==> src/hdl/periodic_timer_bank_priority_queue_macros.svh <==
// Assertion macros shared by the timer bank modules.
`ifndef PERIODIC_TIMER_BANK_PRIORITY_QUEUE_MACROS_SVH
`define PERIODIC_TIMER_BANK_PRIORITY_QUEUE_MACROS_SVH

// The expression holds at every clock edge outside reset.
`define PTBPQ_ASSERT_ALWAYS(label, clk, rstn, expr, msg) \
    label: assert property (@(posedge clk) disable iff (!rstn) (expr)) else $error(msg);

// The consequent holds in the cycle after the antecedent.
`define PTBPQ_ASSERT_NEXT(label, clk, rstn, ante, cons, msg) \
    label: assert property (@(posedge clk) disable iff (!rstn) (ante) |=> (cons)) else $error(msg);

`endif

==> src/hdl/ptbpq_pkg.sv <==
`timescale 1ns / 1ps
package ptbpq_pkg;

    localparam int TIMER_SLOTS_DEF = 16;
    localparam int QUEUE_DEPTH_DEF = 16;
    localparam int MAX_RESULTS = 16;
    localparam int RES_CNT_W = $clog2(MAX_RESULTS + 1);
    localparam int RES_IDX_W = $clog2(MAX_RESULTS);

    localparam logic [3:0] ACT_TICK = 4'd0;
    localparam logic [3:0] ACT_ADD = 4'd1;
    localparam logic [3:0] ACT_REMOVE = 4'd2;
    localparam logic [3:0] ACT_STOP = 4'd3;
    localparam logic [3:0] ACT_START = 4'd4;
    localparam logic [3:0] ACT_SET_IVAL = 4'd5;
    localparam logic [3:0] ACT_POP = 4'd6;
    localparam logic [3:0] ACT_REMOVE_ALL = 4'd7;
    localparam logic [3:0] ACT_HALT = 4'd8;
    localparam logic [3:0] ACT_CLEAR_QUEUE = 4'd9;

    localparam logic [1:0] ST_OK = 2'd0;
    localparam logic [1:0] ST_NO_SLOT = 2'd1;
    localparam logic [1:0] ST_Q_EMPTY = 2'd2;
    localparam logic [1:0] ST_Q_DROP = 2'd3;

    typedef enum logic [2:0] {
        S_IDLE,
        S_EXEC,
        S_WALK_RD,
        S_WALK_UPD,
        S_FIND,
        S_START_RD,
        S_START_LD,
        S_OUT
    } state_t;

    typedef struct packed {
        logic load;
        logic exec;
        logic mem_rd;
        logic use_slot;
        logic tick_upd;
        logic find;
        logic start_ld;
        logic idx_inc;
        logic emit;
    } cmd_t;

    typedef struct packed {
        logic [3:0] act;
        logic       running;
        logic       idx_last;
        logic       idx_free;
        logic       out_free;
        logic       emit_last;
    } stat_t;

    typedef struct packed {
        logic [1:0] status;
        logic [3:0] which;
        logic       fired;
        logic       popped;
        logic [7:0] plevel;
    } res_t;

endpackage

==> src/hdl/ptbpq_ctrl.sv <==
`timescale 1ns / 1ps
`include "periodic_timer_bank_priority_queue_macros.svh"
module ptbpq_ctrl (
    input  logic             aclk,
    input  logic             aresetn,
    input  logic             s_valid,
    output logic             s_ready,
    input  ptbpq_pkg::stat_t stat,
    output ptbpq_pkg::cmd_t  cmd
);

    ptbpq_pkg::state_t state_reg, state_next;

    always_ff @(posedge aclk) begin
        if (!aresetn) begin
            state_reg <= ptbpq_pkg::S_IDLE;
        end else begin
            state_reg <= state_next;
        end
    end

    always_comb begin
        state_next = state_reg;
        cmd = '0;
        s_ready = 1'b0;
        case (state_reg)
            ptbpq_pkg::S_IDLE: begin
                s_ready = 1'b1;
                if (s_valid) begin
                    cmd.load = 1'b1;
                    state_next = ptbpq_pkg::S_EXEC;
                end
            end
            ptbpq_pkg::S_EXEC: begin
                case (stat.act)
                    ptbpq_pkg::ACT_TICK: begin
                        state_next = stat.running ? ptbpq_pkg::S_WALK_RD : ptbpq_pkg::S_OUT;
                    end
                    ptbpq_pkg::ACT_ADD: begin
                        state_next = ptbpq_pkg::S_FIND;
                    end
                    ptbpq_pkg::ACT_START: begin
                        state_next = ptbpq_pkg::S_START_RD;
                    end
                    default: begin
                        cmd.exec = 1'b1;
                        cmd.use_slot = 1'b1;
                        state_next = ptbpq_pkg::S_OUT;
                    end
                endcase
            end
            ptbpq_pkg::S_WALK_RD: begin
                cmd.mem_rd = 1'b1;
                state_next = ptbpq_pkg::S_WALK_UPD;
            end
            ptbpq_pkg::S_WALK_UPD: begin
                cmd.tick_upd = 1'b1;
                cmd.idx_inc = 1'b1;
                state_next = stat.idx_last ? ptbpq_pkg::S_OUT : ptbpq_pkg::S_WALK_RD;
            end
            ptbpq_pkg::S_FIND: begin
                cmd.find = 1'b1;
                if (stat.idx_free || stat.idx_last) begin
                    state_next = ptbpq_pkg::S_OUT;
                end else begin
                    cmd.idx_inc = 1'b1;
                end
            end
            ptbpq_pkg::S_START_RD: begin
                cmd.mem_rd = 1'b1;
                cmd.use_slot = 1'b1;
                state_next = ptbpq_pkg::S_START_LD;
            end
            ptbpq_pkg::S_START_LD: begin
                cmd.start_ld = 1'b1;
                cmd.use_slot = 1'b1;
                state_next = ptbpq_pkg::S_OUT;
            end
            ptbpq_pkg::S_OUT: begin
                if (stat.out_free) begin
                    cmd.emit = 1'b1;
                    if (stat.emit_last) begin
                        state_next = ptbpq_pkg::S_IDLE;
                    end
                end
            end
            default: begin
                state_next = ptbpq_pkg::S_IDLE;
            end
        endcase
    end

    `PTBPQ_ASSERT_NEXT(a_accept_exec, aclk, aresetn, s_valid && s_ready, state_reg == ptbpq_pkg::S_EXEC, "accepted command not executed")
    `PTBPQ_ASSERT_NEXT(a_walk_pair, aclk, aresetn, state_reg == ptbpq_pkg::S_WALK_RD, state_reg == ptbpq_pkg::S_WALK_UPD, "slot read not followed by update")
    `PTBPQ_ASSERT_ALWAYS(a_emit_free, aclk, aresetn, !cmd.emit || stat.out_free, "result loaded over a waiting transfer")

endmodule

==> src/hdl/ptbpq_dp.sv <==
`timescale 1ns / 1ps
`include "periodic_timer_bank_priority_queue_macros.svh"
module ptbpq_dp #(
    parameter int TIMER_SLOTS = ptbpq_pkg::TIMER_SLOTS_DEF,
    parameter int QUEUE_DEPTH = ptbpq_pkg::QUEUE_DEPTH_DEF
) (
    input  logic             aclk,
    input  logic             aresetn,
    input  ptbpq_pkg::cmd_t  cmd,
    output ptbpq_pkg::stat_t stat,
    input  logic [3:0]       s_action,
    input  logic [3:0]       s_slot,
    input  logic [30:0]      s_interval,
    input  logic [7:0]       s_level,
    output logic             m_valid,
    input  logic             m_ready,
    output logic [1:0]       m_status,
    output logic [3:0]       m_which,
    output logic             m_fired,
    output logic             m_popped,
    output logic [7:0]       m_popped_level,
    output logic [4:0]       m_queued,
    output logic             m_slot_free,
    output logic             m_ticking,
    output logic             m_last
);

    localparam int IDX_W = (TIMER_SLOTS > 1) ? $clog2(TIMER_SLOTS) : 1;
    localparam int QW = $clog2(QUEUE_DEPTH + 1);
    localparam int RCW = ptbpq_pkg::RES_CNT_W;
    localparam int RIW = ptbpq_pkg::RES_IDX_W;

    logic [3:0]  act_reg;
    logic [3:0]  slot_reg;
    logic [30:0] ival_reg;
    logic [7:0]  lvl_reg;
    logic [IDX_W-1:0] idx_reg;
    logic [RIW-1:0] rd_idx_reg;
    logic [RCW-1:0] res_n_reg;
    logic running_reg;
    logic [TIMER_SLOTS-1:0] assigned_reg;
    logic [TIMER_SLOTS-1:0] armed_reg;

    logic [7:0]  lvl_mem [TIMER_SLOTS];
    logic [30:0] rel_mem [TIMER_SLOTS];
    logic [30:0] cnt_mem [TIMER_SLOTS];
    logic [7:0]  lvl_rd_reg;
    logic [30:0] rel_rd_reg;
    logic [30:0] cnt_rd_reg;

    logic [3:0] q_slot_reg [QUEUE_DEPTH];
    logic [7:0] q_lvl_reg [QUEUE_DEPTH];
    logic [QW-1:0] fill_reg;

    ptbpq_pkg::res_t buf_reg [ptbpq_pkg::MAX_RESULTS];

    logic m_valid_reg;
    ptbpq_pkg::res_t m_res_reg;
    logic [4:0] m_queued_reg;
    logic m_slot_free_reg, m_ticking_reg, m_last_reg;

    logic [IDX_W+3:0] slot_w, idx_w;
    logic [IDX_W-1:0] slot_addr, addr;
    logic slot_ok;
    logic [3:0] idx_which;
    logic idx_act, idx_expire, slot_startable;
    logic push_en;
    ptbpq_pkg::res_t push_res;
    logic enq_en, deq_en, q_clr;
    logic [QUEUE_DEPTH-1:0] gt;
    logic cnt_we, rel_we, lvl_we;
    logic [30:0] cnt_wd;
    logic [RCW-1:0] n_eff;
    ptbpq_pkg::res_t emit_res;
    logic [QW+4:0] fill_w;

    assign slot_w = (IDX_W + 4)'(slot_reg);
    assign slot_addr = slot_w[IDX_W-1:0];
    assign slot_ok = slot_w < (IDX_W + 4)'(TIMER_SLOTS);
    assign addr = cmd.use_slot ? slot_addr : idx_reg;
    assign idx_w = (IDX_W + 4)'(idx_reg);
    assign idx_which = idx_w[3:0];
    assign idx_act = assigned_reg[idx_reg] && armed_reg[idx_reg];
    assign idx_expire = cnt_rd_reg <= 31'd1;
    assign slot_startable = slot_ok && assigned_reg[slot_addr] && !armed_reg[slot_addr];

    always_comb begin
        push_en = 1'b0;
        push_res = '0;
        enq_en = 1'b0;
        deq_en = 1'b0;
        q_clr = 1'b0;
        cnt_we = 1'b0;
        rel_we = 1'b0;
        lvl_we = 1'b0;
        cnt_wd = ival_reg;
        if (cmd.tick_upd && idx_act) begin
            cnt_we = 1'b1;
            cnt_wd = idx_expire ? rel_rd_reg : cnt_rd_reg - 31'd1;
            if (idx_expire) begin
                if (lvl_rd_reg == 8'd0) begin
                    push_en = 1'b1;
                    push_res.which = idx_which;
                    push_res.fired = 1'b1;
                end else if (fill_reg < QW'(QUEUE_DEPTH)) begin
                    enq_en = 1'b1;
                end else begin
                    push_en = 1'b1;
                    push_res.status = ptbpq_pkg::ST_Q_DROP;
                    push_res.which = idx_which;
                end
            end
        end
        if (cmd.find) begin
            if (!assigned_reg[idx_reg]) begin
                cnt_we = 1'b1;
                rel_we = 1'b1;
                lvl_we = 1'b1;
                push_en = 1'b1;
                push_res.which = idx_which;
            end else if (stat.idx_last) begin
                push_en = 1'b1;
                push_res.status = ptbpq_pkg::ST_NO_SLOT;
            end
        end
        if (cmd.start_ld && slot_startable) begin
            cnt_we = 1'b1;
            cnt_wd = rel_rd_reg;
        end
        if (cmd.exec) begin
            case (act_reg)
                ptbpq_pkg::ACT_SET_IVAL: begin
                    cnt_we = slot_ok;
                    rel_we = slot_ok;
                end
                ptbpq_pkg::ACT_POP: begin
                    push_en = 1'b1;
                    if (fill_reg == '0) begin
                        push_res.status = ptbpq_pkg::ST_Q_EMPTY;
                    end else begin
                        deq_en = 1'b1;
                        push_res.which = q_slot_reg[0];
                        push_res.popped = 1'b1;
                        push_res.plevel = q_lvl_reg[0];
                    end
                end
                ptbpq_pkg::ACT_CLEAR_QUEUE: begin
                    q_clr = 1'b1;
                end
                default: begin
                end
            endcase
        end
    end

    always_ff @(posedge aclk) begin
        if (cmd.load) begin
            act_reg <= s_action;
            slot_reg <= s_slot;
            ival_reg <= s_interval;
            lvl_reg <= s_level;
        end
        if (cnt_we) begin
            cnt_mem[addr] <= cnt_wd;
        end
        if (rel_we) begin
            rel_mem[addr] <= ival_reg;
        end
        if (lvl_we) begin
            lvl_mem[addr] <= lvl_reg;
        end
        if (cmd.mem_rd) begin
            cnt_rd_reg <= cnt_mem[addr];
            rel_rd_reg <= rel_mem[addr];
            lvl_rd_reg <= lvl_mem[addr];
        end
        if (push_en && res_n_reg < RCW'(ptbpq_pkg::MAX_RESULTS)) begin
            buf_reg[res_n_reg[RIW-1:0]] <= push_res;
        end
    end

    always_ff @(posedge aclk) begin
        if (!aresetn) begin
            idx_reg <= '0;
            rd_idx_reg <= '0;
            res_n_reg <= '0;
            running_reg <= 1'b0;
            assigned_reg <= '0;
            armed_reg <= '0;
        end else begin
            if (cmd.load) begin
                idx_reg <= '0;
                rd_idx_reg <= '0;
                res_n_reg <= '0;
            end else begin
                if (cmd.idx_inc && !stat.idx_last) begin
                    idx_reg <= idx_reg + 1'b1;
                end
                if (cmd.emit) begin
                    rd_idx_reg <= rd_idx_reg + 1'b1;
                end
                if (push_en && res_n_reg < RCW'(ptbpq_pkg::MAX_RESULTS)) begin
                    res_n_reg <= res_n_reg + 1'b1;
                end
            end
            if (cmd.find && !assigned_reg[idx_reg]) begin
                assigned_reg[idx_reg] <= 1'b1;
                armed_reg[idx_reg] <= 1'b1;
                running_reg <= 1'b1;
            end
            if (cmd.start_ld && slot_startable) begin
                armed_reg[slot_addr] <= 1'b1;
                running_reg <= 1'b1;
            end
            if (cmd.exec) begin
                case (act_reg)
                    ptbpq_pkg::ACT_REMOVE: begin
                        if (slot_ok) begin
                            assigned_reg[slot_addr] <= 1'b0;
                            armed_reg[slot_addr] <= 1'b0;
                        end
                    end
                    ptbpq_pkg::ACT_STOP: begin
                        if (slot_ok) begin
                            armed_reg[slot_addr] <= 1'b0;
                        end
                    end
                    ptbpq_pkg::ACT_SET_IVAL: begin
                        if (slot_startable) begin
                            armed_reg[slot_addr] <= 1'b1;
                            running_reg <= 1'b1;
                        end
                    end
                    ptbpq_pkg::ACT_REMOVE_ALL: begin
                        assigned_reg <= '0;
                        armed_reg <= '0;
                        running_reg <= 1'b0;
                    end
                    ptbpq_pkg::ACT_HALT: begin
                        running_reg <= 1'b0;
                    end
                    default: begin
                    end
                endcase
            end
        end
    end

    // The queue stays sorted: entries above the new level move up one place.
    always_comb begin
        for (int j = 0; j < QUEUE_DEPTH; j++) begin
            gt[j] = (QW'(j) < fill_reg) && (q_lvl_reg[j] > lvl_rd_reg);
        end
    end

    always_ff @(posedge aclk) begin
        for (int j = 0; j < QUEUE_DEPTH; j++) begin
            if (enq_en) begin
                if (j > 0 && gt[(j > 0) ? j - 1 : 0]) begin
                    q_slot_reg[j] <= q_slot_reg[(j > 0) ? j - 1 : 0];
                    q_lvl_reg[j] <= q_lvl_reg[(j > 0) ? j - 1 : 0];
                end else if ((j == 0 || !gt[(j > 0) ? j - 1 : 0])
                             && (gt[j] || QW'(j) == fill_reg)) begin
                    q_slot_reg[j] <= idx_which;
                    q_lvl_reg[j] <= lvl_rd_reg;
                end
            end else if (deq_en && j < QUEUE_DEPTH - 1) begin
                q_slot_reg[j] <= q_slot_reg[(j < QUEUE_DEPTH - 1) ? j + 1 : j];
                q_lvl_reg[j] <= q_lvl_reg[(j < QUEUE_DEPTH - 1) ? j + 1 : j];
            end
        end
    end

    always_ff @(posedge aclk) begin
        if (!aresetn) begin
            fill_reg <= '0;
        end else if (q_clr) begin
            fill_reg <= '0;
        end else if (enq_en) begin
            fill_reg <= fill_reg + 1'b1;
        end else if (deq_en) begin
            fill_reg <= fill_reg - 1'b1;
        end
    end

    assign n_eff = (res_n_reg == '0) ? RCW'(1) : res_n_reg;
    assign emit_res = (res_n_reg == '0) ? '0 : buf_reg[rd_idx_reg];
    assign fill_w = (QW + 5)'(fill_reg);

    always_ff @(posedge aclk) begin
        if (!aresetn) begin
            m_valid_reg <= 1'b0;
        end else if (cmd.emit) begin
            m_valid_reg <= 1'b1;
        end else if (m_ready) begin
            m_valid_reg <= 1'b0;
        end
    end

    always_ff @(posedge aclk) begin
        if (cmd.emit) begin
            m_res_reg <= emit_res;
            m_queued_reg <= fill_w[4:0];
            m_slot_free_reg <= !(&assigned_reg);
            m_ticking_reg <= running_reg;
            m_last_reg <= stat.emit_last;
        end
    end

    assign stat.act = act_reg;
    assign stat.running = running_reg;
    assign stat.idx_last = idx_reg == IDX_W'(TIMER_SLOTS - 1);
    assign stat.idx_free = !assigned_reg[idx_reg];
    assign stat.out_free = !m_valid_reg || m_ready;
    assign stat.emit_last = (RCW'(rd_idx_reg) + RCW'(1)) >= n_eff;

    assign m_valid = m_valid_reg;
    assign m_status = m_res_reg.status;
    assign m_which = m_res_reg.which;
    assign m_fired = m_res_reg.fired;
    assign m_popped = m_res_reg.popped;
    assign m_popped_level = m_res_reg.plevel;
    assign m_queued = m_queued_reg;
    assign m_slot_free = m_slot_free_reg;
    assign m_ticking = m_ticking_reg;
    assign m_last = m_last_reg;

    `PTBPQ_ASSERT_ALWAYS(a_fill_range, aclk, aresetn, fill_reg <= QW'(QUEUE_DEPTH), "queue fill above depth")
    `PTBPQ_ASSERT_ALWAYS(a_res_range, aclk, aresetn, res_n_reg <= RCW'(ptbpq_pkg::MAX_RESULTS), "result count above buffer size")
    `PTBPQ_ASSERT_ALWAYS(a_armed_assigned, aclk, aresetn, (armed_reg & ~assigned_reg) == '0, "unassigned slot is armed")

endmodule

==> src/hdl/periodic_timer_bank_priority_queue.sv <==
`timescale 1ns / 1ps
// Channel   Ports              Carries
// input     s_valid, s_ready   one command: action, slot, interval, level
// result    m_valid, m_ready   one to sixteen results per command, last on the final one
//
// A tick walks every slot, reading each and then updating it, but only while running is set.
// An add scans for the first free slot, one slot per cycle; a start reads the slot, then loads it.
// Results are delivered one per cycle from a result buffer while m_ready is high.
// The next command is accepted once the last result sits in the output register.
// Reset is synchronous and active low; it clears the slots, the queue fill and running.
module periodic_timer_bank_priority_queue #(
    parameter int TIMER_SLOTS = ptbpq_pkg::TIMER_SLOTS_DEF,
    parameter int QUEUE_DEPTH = ptbpq_pkg::QUEUE_DEPTH_DEF
) (
    input  logic        aclk,
    input  logic        aresetn,
    input  logic        s_valid,
    output logic        s_ready,
    input  logic [3:0]  s_action,
    input  logic [3:0]  s_slot,
    input  logic [30:0] s_interval,
    input  logic [7:0]  s_level,
    output logic        m_valid,
    input  logic        m_ready,
    output logic [1:0]  m_status,
    output logic [3:0]  m_which,
    output logic        m_fired,
    output logic        m_popped,
    output logic [7:0]  m_popped_level,
    output logic [4:0]  m_queued,
    output logic        m_slot_free,
    output logic        m_ticking,
    output logic        m_last
);

    ptbpq_pkg::cmd_t  cmd;
    ptbpq_pkg::stat_t stat;

    ptbpq_ctrl u_ctrl (
        .aclk    (aclk),
        .aresetn (aresetn),
        .s_valid (s_valid),
        .s_ready (s_ready),
        .stat    (stat),
        .cmd     (cmd)
    );

    ptbpq_dp #(
        .TIMER_SLOTS (TIMER_SLOTS),
        .QUEUE_DEPTH (QUEUE_DEPTH)
    ) u_dp (
        .aclk           (aclk),
        .aresetn        (aresetn),
        .cmd            (cmd),
        .stat           (stat),
        .s_action       (s_action),
        .s_slot         (s_slot),
        .s_interval     (s_interval),
        .s_level        (s_level),
        .m_valid        (m_valid),
        .m_ready        (m_ready),
        .m_status       (m_status),
        .m_which        (m_which),
        .m_fired        (m_fired),
        .m_popped       (m_popped),
        .m_popped_level (m_popped_level),
        .m_queued       (m_queued),
        .m_slot_free    (m_slot_free),
        .m_ticking      (m_ticking),
        .m_last         (m_last)
    );

endmodule

==> config.mk <==
export PLATFORM = sky130hd
export DESIGN_NAME = periodic_timer_bank_priority_queue
export DESIGN_NICKNAME = d
export VERILOG_FILES = /design/src/hdl/ptbpq_pkg.sv /design/src/hdl/ptbpq_ctrl.sv /design/src/hdl/ptbpq_dp.sv /design/src/hdl/periodic_timer_bank_priority_queue.sv
export VERILOG_INCLUDE_DIRS = /design/src /design/src/hdl
export SDC_FILE = /design/constraint.sdc
export NUM_CORES = 2
export LEC_CHECK = 0
export ABC_AREA = 1
export BUFFER_PORTS_ARGS = -buffer_cell sky130_fd_sc_hd__buf_2
export CAP_MARGIN = 20
export CORE_MARGIN = 2
export CORE_UTILIZATION = 30
export CTS_BUF_LIST = sky130_fd_sc_hd__clkbuf_8 sky130_fd_sc_hd__clkbuf_16
export CTS_CLUSTER_DIAMETER = 50
export CTS_CLUSTER_SIZE = 20
export DETAILED_ROUTE_END_ITERATION = 10
export PLACE_DENSITY = 0.47
export SYNTH_ARGS = -nofsm -noshare
export SYNTH_HDL_FRONTEND = slang
export SYNTH_HIERARCHICAL = 1
export SYNTH_SLANG_ARGS = --single-unit
==> constraint.sdc <==
create_clock -name aclk -period 7.5 [get_ports aclk]
set_clock_uncertainty 0.1 [all_clocks]
set_input_delay 0 -clock aclk [delete_from_list [all_inputs] [get_ports aclk]]
set_output_delay 0 -clock aclk [all_outputs]
set_load 0.005 [all_outputs]
Yosys cells after proc, flatten, opt, wreduce, memory -nomap -nowiden
Memories as Yosys holds them, arrays and structs flattened. A register that Yosys moved wholly into a read port is not among the register bits.
Index checks and enable logic that the tools add are counted.
{ "op_classes": {"n_shift": 0, "add_sub_neg": 7, "n_eq_ne": 36, "order_cmp": 41, "reduce_logical": 95, "bitwise_logic": 68, "n_mul": 0, "mux": 285, "n_div": 0} }
{ "op_table": {"columns": ["op", "n"], "rows": [
  ["$mux W8", 30],
  ["$mux W16", 11],
  ["$mux W1", 172],
  ["$mux W4", 34],
  ["$gt A8 B8 Y1", 16],
  ["$mux W31", 3],
  ["$or A16 B16 Y16", 4],
  ["$or A1 B1 Y1", 60],
  ["$pmux W16 S3", 1],
  ["$logic_and A1 B1 Y1", 41],
  ["$eq A4 B5 Y1 const A", 8],
  ["$lt A4 B5 Y1 const A", 8],
  ["$and A16 B16 Y16", 2],
  ["$pmux W16 S2", 1],
  ["$le A31 B1 Y1 const B", 1],
  ["$sub A31 B1 Y31 const B", 1],
  ["$mux W9", 3],
  ["$mux W6", 4],
  ["$pmux W3 S8", 1],
  ["$eq A3 B5 Y1 const A", 4],
  ["$logic_not A1 Y1", 20],
  ["$lt A3 B5 Y1 const A", 4],
  ["$logic_or A1 B1 Y1", 18],
  ["$mux W3", 6],
  ["other kinds (39)", 79]
]} }
{ "word_totals": {"latchBits": 0, "regBits": 110, "memories": 6, "ram_bits": 1568, "romBits": 0, "wordCells": 555, "output_inout_bits": 26, "input_bits": 51} }
{ "memory_table": {"columns": ["memory", "depth", "word_bits", "read_ports", "rd_ports_with_merged_regs", "wr", "line_no", "rtl"], "rows": [
  ["u_dp.cnt_mem", 16, 31, 1, 1, 1, "ptbpq_dp.sv:46", "logic [30:0] cnt_mem [TIMER_SLOTS];"],
  ["u_dp.rel_mem", 16, 31, 1, 1, 1, "ptbpq_dp.sv:45", "logic [30:0] rel_mem [TIMER_SLOTS];"],
  ["u_dp.buf_reg", 16, 16, 1, 1, 1, "ptbpq_dp.sv:55", "ptbpq_pkg::res_t buf_reg [ptbpq_pkg::MAX_RESULTS];"],
  ["u_dp.lvl_mem", 16, 8, 1, 1, 1, "ptbpq_dp.sv:44", "logic [7:0] lvl_mem [TIMER_SLOTS];"],
  ["u_dp.q_lvl_reg", 16, 8, 16, 0, 16, "ptbpq_dp.sv:52", "logic [7:0] q_lvl_reg [QUEUE_DEPTH];"],
  ["u_dp.q_slot_reg", 16, 4, 16, 0, 16, "ptbpq_dp.sv:51", "logic [3:0] q_slot_reg [QUEUE_DEPTH];"]
]} }

Longest topological paths before layout
{ "depth": {"ltp_word": 14, "ltp_mapped": 20, "depth_no_buf": 20} }

Hierarchy
Netlist, hierarchy kept.
{ "modules_own_cells": {"columns": ["module", "cells_each", "seq_area_each_um2", "area_each_um2", "instances"], "rows": [
  ["ptbpq_dp", 6298, 52360.2, 75095.8, 1],
  ["ptbpq_ctrl", 84, 60.1, 430.4, 1]
]} }

Worst setup path before layout
OpenSTA, ideal clock, no wires.
{ "synth_timing": {"path_kind": "reg-to-reg", "start": "reg u_ctrl.state_reg[0]", "end": "reg u_dp.cnt_rd_reg[0], read port of u_dp.cnt_mem (enable)", "t_required_ps": 6729, "synth_period_minus_slack_ps": 8105, "path_buffers": 1, "t_arrival_ps": 7334, "setup_slack_ps": -605, "stages_incl_launch_ff": 5, "path_cell_list": "dfxtp_1 buf_6 nand2_2 nor2_4 nor4_1"} }
{ "synth_lines": {"columns": ["element", "line_no", "rtl"], "rows": [
  ["start: declaration", "ptbpq_ctrl.sv:12", "ptbpq_pkg::state_t state_reg, state_next;"],
  ["start signal: assignment", "ptbpq_ctrl.sv:16", "state_reg <= ptbpq_pkg::S_IDLE;"],
  ["start signal: assignment", "ptbpq_ctrl.sv:18", "state_reg <= state_next;"],
  ["end: declaration", "ptbpq_dp.sv:49", "logic [30:0] cnt_rd_reg;"]
]} }

==> flow_summary.toml <==
[detailed_routing]
wirelength_um = 225000
num_vias = 50096
dr.pass1.iters = 6
drc = 0
drt-vias-per-instance = 5.00
wl_per_cell_um = 22.4
ant_nets = 0
drt_iter0_drc = 4458

[final_layout]
fillers = 24909
nNetsFinal = 6742
multiInputGateArea_sq_um = 20600
drive_above_1_share_pct = 10.0
final_cells = 10028
area_delta_synth_final_pct = 15.0
seqCellArea_sq_um = 52400
num_antenna_cells = 0

[die]
die_y_um = 506
design.core.area_sq_um = 251000
die_w_um = 506
std_cell_rows = 184
start_util_pct = 30.1
die_area_sq_um = 256000
pin_count = 77

[synth]
synth_edf_count = 1709
syn-cell-area_sq_um = 75500
synth_flop_cell = "edfxtp_1"
synth_area_leaders = "edfxtp_1 68%, nand2_1 9.3%, a22oi_1 5.6%"
synth_nets = 6582
seq_area_frac_synth_pct = 69.4
synth_cell_types = 47
yosys.area.top_type = "edfxtp_1"
async_flop_share_pct = 0
syn_inst = 6382
yosys_warnings = 6
syn-mean-instance-area_sq_um = 11.8
synth_top_area_share_pct = 67.9
ys_ff_latch = 1764

[timing]
setup-tns-final_ns = 0
worstMarginPinSlew_ns = 1.16
drv_slew = 0
finalSetupViolations = 0
whs_ns = 0.102
rsz0062_at_grt = "false"
fin_crit_sh_pct = 72.3
fmax_mhz = 184
fin_crit_ns = 5.42
slew_headroom_pct = 22.7
hold_viol_final = 0
fin_ws_ns = 2.08

[clock_network]
cts_num_sinks = 1764
clk_pin_slew_ns = 0.07
root_buffer = "clkbuf_16"
cts_tree = "built"
numCtsBuffers = 164
clock_latency_ns = 0.85
htree_levels = 4
cts_setup_buffers = 0
clk_path_buf_depth = 3

[placement]
dp_slack_ns = 2.15
hpwlAfterDp_um = 138000
place_inst = 9613
gp_congestion = 0.831
portBuffers = 76

[worst_hold_path]
hold_path_class = "in2reg"

[run]
cap_violations = 0

[worst_setup_path]
cpPeakStageDelay_ns = 0.93
cp-start-kind = "register"
r2r_slack_ns = 2.08
worstPathArrival_ns = 5.78
cpMaxStageDelayCell = "edfxtp_1"
crit_type = "reg2reg"
end_kind = "register"
path_cells = "nand2_1, nor2_1, nor2_1, nand2_1, o21ai_0, o21ai_0, inv_1, nor2_4, buf_4, nand3_1, inv_2"
required_ns = 7.85
cp_max_fo = 43

[global_routing]
grt_pass1_wl_um = 332000
globalRouteTotalUtil_pct = 17.1
grt_pass1_vias = 49808
antenna_found_initial = 9
grt_max_degree = 118
gr-total-overflow = 0

[power]
power_mw = 30.4
powerDensity_nw_per_um2 = 350
p_leak_nw = 31.5
peakVddDrop_mv = 0.268

[outcome]
status = "complete, no violations"
where the power goes:
group / internal [mW] / total [mW] / switching (mW)
Clock: 4.74 / 8.88 / 4.15
Sequential: 12.0 / 12.7 / 0.731
Combinational: 2.43 / 8.77 / 6.33
Total: 19.2 / 30.4 / 11.2
layout make-up:
type | instances | share of cell area [%]
clock inverters | 137 | 1.82
multi-input cells | 3966 | 23.7
clock buffers | 167 | 4.81
flip-flops and latches | 1764 | 60.3
repair buffers | 329 | 3.10
inverters | 317 | 1.38
well taps | 3348 | 4.82
metrics by stage:
stage	instance area (sq um)	utilization, %
global route	86900	34.6
CTS	86700	34.6
floorplan	75500	-
detailed placement	80000	31.9
global placement	79900	31.8
finish	86900	34.6
synth_stat cells (all sizes together) (2+ instances only):
master	n
a21boi	4
a21oi	191
a22oi	560
a31oi	3
buf	206
clkbuf	129
clkinv	3
dfxtp	55
edfxtp	1709
ha	149
inv	314
nand2	1906
nand3	172
nand4	95
nor2	413
nor3	60
nor4	5
o211ai	18
o21a	14
o21ai	267
o21bai	2
o221ai	42
o22ai	22
or2	2
xnor2	9
xor2	27
layer usage:
layer / vias to the layer above / wire length, um / track usage, %
met2: 1281 / 109000 / 28.8
met1: 25316 / 101000 / 23.5
li1: 23237 / - / -
met4: 0 / 4120 / 3.71
met5: - / 0 / 0
met3: 262 / 10600 / 2.27
cell usage in the layout (no fill, tap or decap), types with 33 or more instances in the layout:
cell,netlist,layout
nand2_1,1865,1865
edfxtp_1,1709,1709
a22oi_1,560,560
nor2_1,393,379
inv_1,297,290
o21ai_0,246,244
a21oi_1,190,182
nand3_1,168,168
clkbuf_16,0,167
ha_1,149,149
buf_4,21,136
dlygate4sd3_1,0,100
nand4_1,93,93
buf_2,169,77
dfxtp_1,55,53
o221ai_1,42,42
nand2_2,38,38
nor3_1,60,34
inv_6,0,33
inv_2,17,33
repair_timing:
action,4_1_cts,5_1_grt
setup endpoints to repair,0,0
gates resized for setup,0,0
endpoints found under the hold margin,99,0
hold buffers,100,0
kinds of logic (layout without fill, tap and decap cells):
kind of cell,after synthesis,count (layout),share of synthesized area [%]
simple gates,2656,2656,14.3
flops,1764,1764,69.4
compound gates,1125,1125,9.70
buf+inv,652,950,3.72
fa+ha+maj,149,149,2.47
xor+xnor,36,36,0.417
worst max-delay path, delay by kind of cell (launching register included):
kind | cells | cell delay, ns
buffers and inverters | 3 | 1.55
DFF | 1 | 0.93
and+or+nand+nor | 6 | 1.18
AOI/OAI and AO/OA | 2 | 1.21
final timing paths:
kind	start	endpoint	cells after the start
hold reg to reg	u_dp/assigned_reg[15]$_SDFF_PN0_	u_dp/assigned_reg[15]$_SDFF_PN0_	2
hold / removal	m_ready	u_dp/m_valid$_SDFFE_PN0P_	5
setup reg to reg	u_dp/act_reg[0]$_DFFE_PP_	u_dp/cnt_mem[7][27]$_DFFE_PP_	11
setup / recovery	u_dp/act_reg[0]$_DFFE_PP_	u_dp/cnt_mem[7][27]$_DFFE_PP_	11
(Power assumes the default switching activity.)
